--- src/rtl/spc_pkg.sv ---
// ----------------------------------------------------------------------------
// spc_pkg: shared types and constants for the stepper position controller
// Holds the configuration and result structs, register indexes, half-step
// phase limits and the coil pattern lookup.
// ----------------------------------------------------------------------------
package spc_pkg;

	// Configuration register indexes
	typedef enum logic [1:0] {
		REG_MOTOR_ENABLE = 2'd0,
		REG_MAX_POSITION = 2'd1,
		REG_STEP_PERIOD  = 2'd2
	} reg_idx_t;

	localparam int unsigned FIELD_W = 16;

	// Reset values of the configuration registers
	localparam logic               RST_MOTOR_ENABLE = 1'b1;
	localparam logic [FIELD_W-1:0] RST_MAX_POSITION = 16'd10000;
	localparam logic [FIELD_W-1:0] RST_STEP_PERIOD  = 16'd195;

	// Half-step phase range; phase 0 drives no coils
	localparam logic [3:0] PHASE_IDLE  = 4'd0;
	localparam logic [3:0] PHASE_FIRST = 4'd1;
	localparam logic [3:0] PHASE_LAST  = 4'd8;

	typedef struct packed {
		logic               motor_enable;
		logic [FIELD_W-1:0] max_position;
		logic [FIELD_W-1:0] step_period;
	} cfg_t;

	typedef struct packed {
		logic               target_rejected;
		logic               step_taken;
		logic               direction;
		logic               at_target;
		logic [FIELD_W-1:0] position;
		logic [3:0]         coil_pattern;
	} res_t;

	// Coil drive bits for each half-step phase
	function automatic logic [3:0] coil_of(input logic [3:0] ph);
		logic [3:0] c;
		case (ph)
			4'd1:    c = 4'h1;
			4'd2:    c = 4'h5;
			4'd3:    c = 4'h4;
			4'd4:    c = 4'h6;
			4'd5:    c = 4'h2;
			4'd6:    c = 4'hA;
			4'd7:    c = 4'h8;
			4'd8:    c = 4'h9;
			default: c = 4'h0;
		endcase
		return c;
	endfunction

endpackage

--- src/rtl/stepper_position_controller.sv ---
// ----------------------------------------------------------------------------
// stepper_position_controller: half-step stepper drive with position control
// Accepts timer ticks and target requests, steps a four-coil motor toward
// the target and reports coils, position and status for every request.
// ----------------------------------------------------------------------------
// One request is taken every clock cycle while the output side keeps
// taking results, and each gives exactly one result. A request is
// registered on transfer, the step decision (a compare and a one-count move
// of position and phase) runs in the motion core once the output register
// is free, and the result is registered in the output register and held
// there until it transfers out. Sustained rate is one request per cycle while
// the output side keeps taking results; a stalled output holds the result
// and back-pressures the input. Registers are written through
// cfg_we/cfg_addr/cfg_wdata and should change only while no request is in
// flight.
module stepper_position_controller #(
	parameter int unsigned POS_WIDTH = 16
) (
	input  logic                          clk,
	input  logic                          arst_n,
	// configuration writes
	input  logic                          cfg_we,
	input  logic [1:0]                    cfg_addr,
	input  logic [spc_pkg::FIELD_W-1:0]   cfg_wdata,
	// request stream
	input  logic                          s_tvalid,
	output logic                          s_tready,
	input  logic [15:0]                   s_tdata,   // [15:0] new_target
	input  logic                          s_tuser,   // [0] req_type
	// result stream
	output logic                          m_tvalid,
	input  logic                          m_tready,
	// [3:0] coil_pattern, [19:4] position, [20] at_target, [21] direction,
	// [22] step_taken, [23] target_rejected
	output logic [23:0]                   m_tdata
);
	import spc_pkg::*;

	cfg_t               cfg_q;
	logic               valid_s1;
	logic               req_type_s1;
	logic [FIELD_W-1:0] new_target_s1;
	logic               valid_s2;
	res_t               res_s2;
	res_t               res;
	logic               adv;

	// Configuration registers
	always_ff @(posedge clk or negedge arst_n) begin
		if (!arst_n) begin
			cfg_q.motor_enable <= RST_MOTOR_ENABLE;
			cfg_q.max_position <= RST_MAX_POSITION;
			cfg_q.step_period  <= RST_STEP_PERIOD;
		end else if (cfg_we) begin
			case (cfg_addr)
				REG_MOTOR_ENABLE: cfg_q.motor_enable <= cfg_wdata[0];
				REG_MAX_POSITION: cfg_q.max_position <= cfg_wdata;
				REG_STEP_PERIOD:  cfg_q.step_period  <= cfg_wdata;
				default:          ;
			endcase
		end
	end

	// Advance the request into the result register when it is free
	assign adv      = valid_s1 && (!valid_s2 || m_tready);
	assign s_tready = !valid_s1 || adv;

	always_ff @(posedge clk or negedge arst_n) begin
		if (!arst_n) begin
			valid_s1 <= 1'b0;
		end else if (s_tready) begin
			valid_s1 <= s_tvalid;
		end
	end

	always_ff @(posedge clk) begin
		if (s_tvalid && s_tready) begin
			req_type_s1   <= s_tuser;
			new_target_s1 <= s_tdata;
		end
	end

	spc_motion #(
		.POS_WIDTH (POS_WIDTH)
	) u_motion (
		.clk        (clk),
		.arst_n     (arst_n),
		.go         (adv),
		.req_type   (req_type_s1),
		.new_target (new_target_s1),
		.cfg        (cfg_q),
		.res        (res)
	);

	// Hold the result until the output side takes it
	always_ff @(posedge clk or negedge arst_n) begin
		if (!arst_n) begin
			valid_s2 <= 1'b0;
		end else if (adv) begin
			valid_s2 <= 1'b1;
		end else if (m_tready) begin
			valid_s2 <= 1'b0;
		end
	end

	always_ff @(posedge clk) begin
		if (adv) begin
			res_s2 <= res;
		end
	end

	assign m_tvalid = valid_s2;
	assign m_tdata  = res_s2;

`ifndef ASSERT_OFF
	a_no_overwrite: assert property (@(posedge clk) disable iff (!arst_n)
		valid_s2 && !m_tready |-> !adv)
		else $error("result register overwritten while stalled");

	a_stage_held: assert property (@(posedge clk) disable iff (!arst_n)
		valid_s1 && !adv |=> valid_s1 && $stable(req_type_s1) && $stable(new_target_s1))
		else $error("pending request lost from input stage");

	a_flags_exclusive: assert property (@(posedge clk) disable iff (!arst_n)
		valid_s2 |-> !(res_s2.step_taken && res_s2.target_rejected))
		else $error("result both stepped and rejected a target");
`endif

endmodule

--- src/rtl/spc_motion.sv ---
// ----------------------------------------------------------------------------
// spc_motion: motion state and step decision
// Holds position, target, phase and tick count, and works out the next
// state and the result of one request combinationally.
// ----------------------------------------------------------------------------
module spc_motion #(
	parameter int unsigned POS_WIDTH = 16
) (
	input  logic                          clk,
	input  logic                          arst_n,
	input  logic                          go,
	input  logic                          req_type,
	input  logic [spc_pkg::FIELD_W-1:0]   new_target,
	input  spc_pkg::cfg_t                 cfg,
	output spc_pkg::res_t                 res
);
	import spc_pkg::*;

	localparam int unsigned EXT_W = (POS_WIDTH > FIELD_W) ? POS_WIDTH : FIELD_W;

	logic [POS_WIDTH-1:0] pos_q, pos_d;
	logic [POS_WIDTH-1:0] target_q, target_d;
	logic [3:0]           phase_q, phase_d;
	logic [FIELD_W-1:0]   tick_q, tick_d;
	logic                 reached_q, reached_d;
	logic                 dir_q, dir_d;

	logic [FIELD_W:0]     tick_next;
	logic                 fire;
	logic                 tgt_ok;
	logic                 fwd;
	logic                 stepped;
	logic [EXT_W-1:0]     pos_ext;

	// Range checks for a new target and for the forward move
	assign tgt_ok = new_target < cfg.max_position;
	assign fwd    = (pos_q < target_q) && (EXT_W'(target_q) < EXT_W'(cfg.max_position));
	assign tick_next = {1'b0, tick_q} + (FIELD_W+1)'(1);
	assign fire      = !req_type && (tick_next >= {1'b0, cfg.step_period});

	// Next state for one request
	always_comb begin
		pos_d     = pos_q;
		target_d  = target_q;
		phase_d   = phase_q;
		tick_d    = tick_q;
		reached_d = reached_q;
		dir_d     = dir_q;
		stepped   = 1'b0;
		if (req_type) begin
			if (tgt_ok) begin
				target_d = POS_WIDTH'(new_target);
			end
		end else if (!fire) begin
			tick_d = tick_next[FIELD_W-1:0];
		end else begin
			tick_d = '0;
			if (cfg.motor_enable) begin
				if (pos_q == target_q) begin
					reached_d = 1'b1;
				end else begin
					reached_d = 1'b0;
					stepped   = 1'b1;
					if (fwd) begin
						dir_d   = 1'b1;
						phase_d = (phase_q >= PHASE_LAST) ? PHASE_FIRST : phase_q + 4'd1;
						pos_d   = pos_q + POS_WIDTH'(1);
					end else begin
						dir_d   = 1'b0;
						phase_d = (phase_q <= PHASE_FIRST || phase_q > PHASE_LAST) ?
							PHASE_LAST : phase_q - 4'd1;
						pos_d   = pos_q - POS_WIDTH'(1);
					end
				end
			end
		end
	end

	// Result reflects the state after this request
	assign pos_ext = EXT_W'(pos_d);
	always_comb begin
		res.coil_pattern    = coil_of(phase_d);
		res.position        = pos_ext[FIELD_W-1:0];
		res.at_target       = reached_d;
		res.direction       = dir_d;
		res.step_taken      = stepped;
		res.target_rejected = req_type && !tgt_ok;
	end

	// Commit the state on each transfer
	always_ff @(posedge clk or negedge arst_n) begin
		if (!arst_n) begin
			pos_q     <= '0;
			target_q  <= '0;
			phase_q   <= PHASE_IDLE;
			tick_q    <= '0;
			reached_q <= 1'b0;
			dir_q     <= 1'b0;
		end else if (go) begin
			pos_q     <= pos_d;
			target_q  <= target_d;
			phase_q   <= phase_d;
			tick_q    <= tick_d;
			reached_q <= reached_d;
			dir_q     <= dir_d;
		end
	end

`ifndef ASSERT_OFF
	a_target_keeps_ticks: assert property (@(posedge clk) disable iff (!arst_n)
		go && req_type |=> $stable(tick_q) && $stable(pos_q) && $stable(phase_q))
		else $error("target request disturbed tick count or motion state");

	a_step_moves: assert property (@(posedge clk) disable iff (!arst_n)
		go && res.step_taken |=> (pos_q != $past(pos_q)) && (phase_q != PHASE_IDLE))
		else $error("step taken without moving position and phase");

	a_disabled_frozen: assert property (@(posedge clk) disable iff (!arst_n)
		go && !cfg.motor_enable |=> $stable(pos_q) && $stable(phase_q) && $stable(reached_q))
		else $error("motion state changed while motor disabled");

	a_phase_range: assert property (@(posedge clk) disable iff (!arst_n)
		phase_q <= PHASE_LAST)
		else $error("phase left the half-step sequence");
`endif

endmodule
--- config.mk ---
export PLATFORM = sky130hd
export DESIGN_NAME = stepper_position_controller
export DESIGN_NICKNAME = d
export VERILOG_FILES = /design/src/rtl/spc_pkg.sv /design/src/rtl/stepper_position_controller.sv /design/src/rtl/spc_motion.sv
export SDC_FILE = /design/constraint.sdc
export NUM_CORES = 1
export LEC_CHECK = 0
export ABC_CLOCK_PERIOD_IN_PS = 4450
export BUFFER_PORTS_ARGS = -buffer_cell sky130_fd_sc_hd__buf_4
export CORE_MARGIN = 3
export CORE_UTILIZATION = 55
export CTS_CLUSTER_DIAMETER = 200
export DETAILED_ROUTE_END_ITERATION = 7
export PLACE_DENSITY = 0.77
export SLEW_MARGIN = 40
export SYNTH_ARGS = -nofsm -noshare
export SYNTH_HDL_FRONTEND = slang
export SYNTH_SLANG_ARGS = --single-unit
--- constraint.sdc ---
create_clock -name clk -period 4.45 [get_ports clk]
set_clock_uncertainty 0.1 [all_clocks]
set_input_delay 0.445 -clock clk [delete_from_list [all_inputs] [get_ports clk]]
set_output_delay 0.445 -clock clk [all_outputs]
set_load 0.01 [all_outputs]
==> impl_summary.md <==
Outcome
The flow ran to the end, and the final reports show no timing, DRC or antenna violations.

Logic synthesis
The most used flip-flop cell after synthesis is sky130_fd_sc_hd__dfrtp_1. The post-synthesis net count is around 830. Of the post-synthesis cell area, the dominant cell type holds 0.2577.

By area the synthesized netlist is led by sky130_fd_sc_hd__dfrtp_1, sky130_fd_sc_hd__edfxtp_1, sky130_fd_sc_hd__ha_1, sky130_fd_sc_hd__mux2_2, sky130_fd_sc_hd__dfstp_2. Counting instances in the post-synthesis netlist gives the leading cell types as sky130_fd_sc_hd__ha_1, sky130_fd_sc_hd__dfrtp_1, sky130_fd_sc_hd__nand2_1. Counting flops with a built-in enable in the synthesized netlist gives 41. sky130_fd_sc_hd__dfrtp_1 takes more of the synthesized area than any other cell. The sequential fraction of the synthesis area is 0.4525. The count of unique library cells instantiated by Yosys is 66. The synthesized flop and latch total is 130.

Dividing the synthesized area by the synthesized cell count gives ~11 um^2. In the post-synthesis netlist, the cell with the most instances is sky130_fd_sc_hd__ha_1. The post-synthesis instance total is 710. In this run the cell area of the synthesized design comes to around 0.0077 mm^2. Of all flip-flops after synthesis, the portion carrying an async set or reset was 0.6846. During synthesis, Yosys emitted a total of 0 warnings.

Timing
The number of hold violations in the final report is 0. The share of the clock period used by the worst path after layout is 0.9555. Setup repair after global routing could not meet its margin everywhere. Hold timing on the final database bottoms out at a slack of a little over 0.1 ns.

Setup violations remaining at the end of the flow were counted as 0. The routed design could run at a clock period as short as 4.252 ns. The number of slew-limit violations in the final report came to 0. The worst setup margin is 0.1979 ns.

The transition time at the pin with the least slew margin is between 0.7 and 0.8 ns. The worst pin sits at a relative slew slack of 0.5200. Based on the critical path, the design can be clocked at up to approximately 240 MHz.

Placement
During placement, the flow inserted port buffers numbering 65. Once detailed placement completed, the half-perimeter wirelength came to 12820 um. The setup slack at placement is -0.2146 ns.

After detailed placement, the design holds a cell count of ~960. The congestion estimate from routability-driven global placement came to about 0.94.

Clock network
For this design, the sink count on the clock tree is 130. The later pin in the worst-skew pair is clocked with a latency of between 0.4 and 0.5 ns. TritonCTS built the clock tree. The number of H-tree branching levels is 4. Clock-pin slew was measured on the worst setup and hold paths at 0.05 ns. In this run, CTS created clock tree buffers numbering 17. The cell sitting at the root of the clock tree is a sky130_fd_sc_hd__clkbuf_16. In this run the deepest clock path goes through 2 buffers.

Finish
After filler insertion, the fill cell instance count of the layout stands at a little over 1000. The fraction of layout cells with a size suffix above 1 is 0.2759. The repair_antennas step left the layout with diodes totalling 0. The final instance count without filler cells is just under 1000.

The final cell utilization of the core is 0.6851. In the final design database the tool counted about 930 nets. The area growth from synthesis to layout is 20.14%.

Job
Across the run, the number of max-cap violations was 0.

Setup path
Traced cell by cell, the critical path runs through inv_1, ha_1, a211oi_2, nor2_1, a2111oi_4, and4_4, nand2_4, ha_1, a21o_1, a21oi_2, o21ai_1, a21boi_4, o21ai_2, or4b_2, nand3_1, mux2_2. The number of cell instances on the worst register-to-register path is 16. Data on the critical path arrives at its endpoint at 4.44 ns. The source of the critical timing path is cfg_q[29]. The biggest cell delay along the critical path is around 0.65 ns. The critical path depth in cells is 16. The startpoint of the most critical register-to-register path is cfg_q[29]. The cell with the largest stage delay on the worst path is sky130_fd_sc_hd__or4b_2. The biggest fanout along the worst timing path is 7. The number of buffer and inverter instances along the worst setup path is 1. The endpoint identified for the worst register-to-register timing path is m_tdata[18]. The internal reg-to-reg setup slack is 0.20 ns. The cell occurring most often along the worst timing path is sky130_fd_sc_hd__ha_1. The critical path ends at m_tdata[18]. STA puts the critical path data required time at ~4.6 ns. Broken down by cell family, the worst path's largest delay share belongs to compound AO/OA/AOI/OAI gates. The critical path capture point type is a flop. The worst setup path is launched from a flop.

The startpoint-to-endpoint class of the critical path is flop to flop.

GRT
Entering global routing, the biggest net connects 53 pins. In the global route stage, overall resource usage came out at 0.2397. The first-pass GRT wire length is between 20000 and 30000 um. The number of antenna violations at the first check in global routing is 0. Summed over all layers, the global routing overflow is 0.

The number of global-route vias before repair is 5743.

Route
The remaining routing DRC violations is 0. The routed wirelength normalized by instance count is about 18 um. In this run the remaining antenna-violating nets after routing total 0. The first TritonRoute pass finished after 6 iterations. The via count is around 5800. The average via count per standard cell is ~5.8. Summed over all layers, the routed wires come to roughly 17000 um.

After the first detailed-routing iteration, the DRC count stood at ~460.

Power
Dividing total power by cell area gives a power density of roughly 500 mW/mm^2. The worst-case IR drop observed on VDD is ~0.00042 V. The design draws ~4.6 mW. The leakage power is about 4.3 nW.

Worst hold path
The worst hold path belongs to the class input port to flop.

Floorplan
Measured along the x axis, the die boundary spans ~120 um. The die span in y is around 120 um. In this run the count of I/O pins placed on the die edge is 66. The initial utilization of the core area, before any placement, comes to 0.5702. The core area is roughly 0.013 mm^2. The full die area is about 0.015 mm^2.

The number of cell rows is 42.
-- final cells by class --
class | count | area, um^2 | area share
flip-flops and latches | 130 | 3471 | 0.3766
inverters | 62 | 232.7 | 0.02525
multi-input cells | 504 | 4024 | 0.4366
repair buffers | 91 | 705.7 | 0.07657
well taps | 176 | 220.2 | 0.02389
clock inverters | 11 | 112.6 | 0.01222
clock buffers | 21 | 450.4 | 0.04887
-- flip-flops by register name, summed over array words and instances, names as in the netlist, 4 cells and up --
register           cells
cfg_q                 33
m_tdata               24
new_target_s1         16
u_motion.phase_q       4
u_motion.pos_q        16
u_motion.target_q     16
u_motion.tick_q       16
-- through the flow --
step	instance area (um^2)	TNS [ns]
floorplan	7680	0
global placement	8462	-0.02617
detailed placement	8469	-0.4699
CTS	9050	0
global route	9216	-0.01597
finish	9216	0
-- logic make-up (layout without fill, tap and decap cells) --
kind of cell,count (synthesis),count (layout),share of synthesized area
simple gates,177,177,0.1170
compound gates,145,145,0.1184
flops,130,130,0.4525
fa+ha+maj,83,83,0.1364
buf+inv,76,185,0.03980
mux,71,71,0.1041
xor+xnor,28,28,0.03197
-- where the power goes --
| group | switching, mW | total, mW | leakage [nW] | internal (mW) |
|---|---|---|---|---|
| registers | 0.168 | 1.63 | 1.51 | 1.46 |
| logic | 0.888 | 1.63 | 2.47 | 0.742 |
| clock network | 0.511 | 1.34 | 0.274 | 0.832 |
-- per-layer routing --
| metal | global-route usage | vias to the layer above | share of wire |
|---|---|---|---|
| li1 | - | 2772 | - |
| met1 | 0.3273 | 2782 | 0.45 |
| met2 | 0.3743 | 185 | 0.47 |
| met3 | 0.05995 | 38 | 0.061 |
| met4 | 0.08214 | 0 | 0.023 |
| met5 | 0 | - | 0 |
-- placed cells by master (no fill, tap or decap), drive strengths merged, types with 9 or more instances in the layout --
| cell | netlist | layout |
|---|---|---|
| xor2 | 10 | 10 |
| nor2 | 25 | 25 |
| ha | 82 | 82 |
| clkbuf | 9 | 21 |
| nand4 | 17 | 17 |
| inv | 62 | 63 |
| dfrtp | 79 | 79 |
| buf | 5 | 90 |
| nor3 | 11 | 11 |
| nand2b | 14 | 14 |
| a21oi | 36 | 36 |
| a21o | 9 | 9 |
| o21ai | 53 | 53 |
| dfstp | 10 | 10 |
| nand2 | 70 | 70 |
| mux2 | 70 | 70 |
| xnor2 | 18 | 18 |
| nand3 | 12 | 12 |
| edfxtp | 41 | 41 |
-- worst min-delay path by stage --
stage,from,to,slack (ns),cells past startpoint
6_report,s_tuser,req_type_s1,0.10,1
5_1_grt,s_tdata[10],new_target_s1[10],0.08,1
4_1_cts,s_tdata[11],new_target_s1[11],0.09,1
3_5_place_dp,cfg_q[3],cfg_q[3],0.39,1
3_3_place_gp,valid_s1,m_tvalid,0.38,1
2_1_floorplan,arst_n,cfg_q[10],0.05,0
-- timing repair --
item                                    in CTS  in global routing
gates resized for setup                      2                 22
endpoints found under the setup margin       6                 15
hold buffers                                 1                  0
pin swaps                                    1                  5
endpoints found under the hold margin        5                  0
buffers inserted                             0                  4
gates cloned                                 0                  0
(Power assumes the default switching activity.)
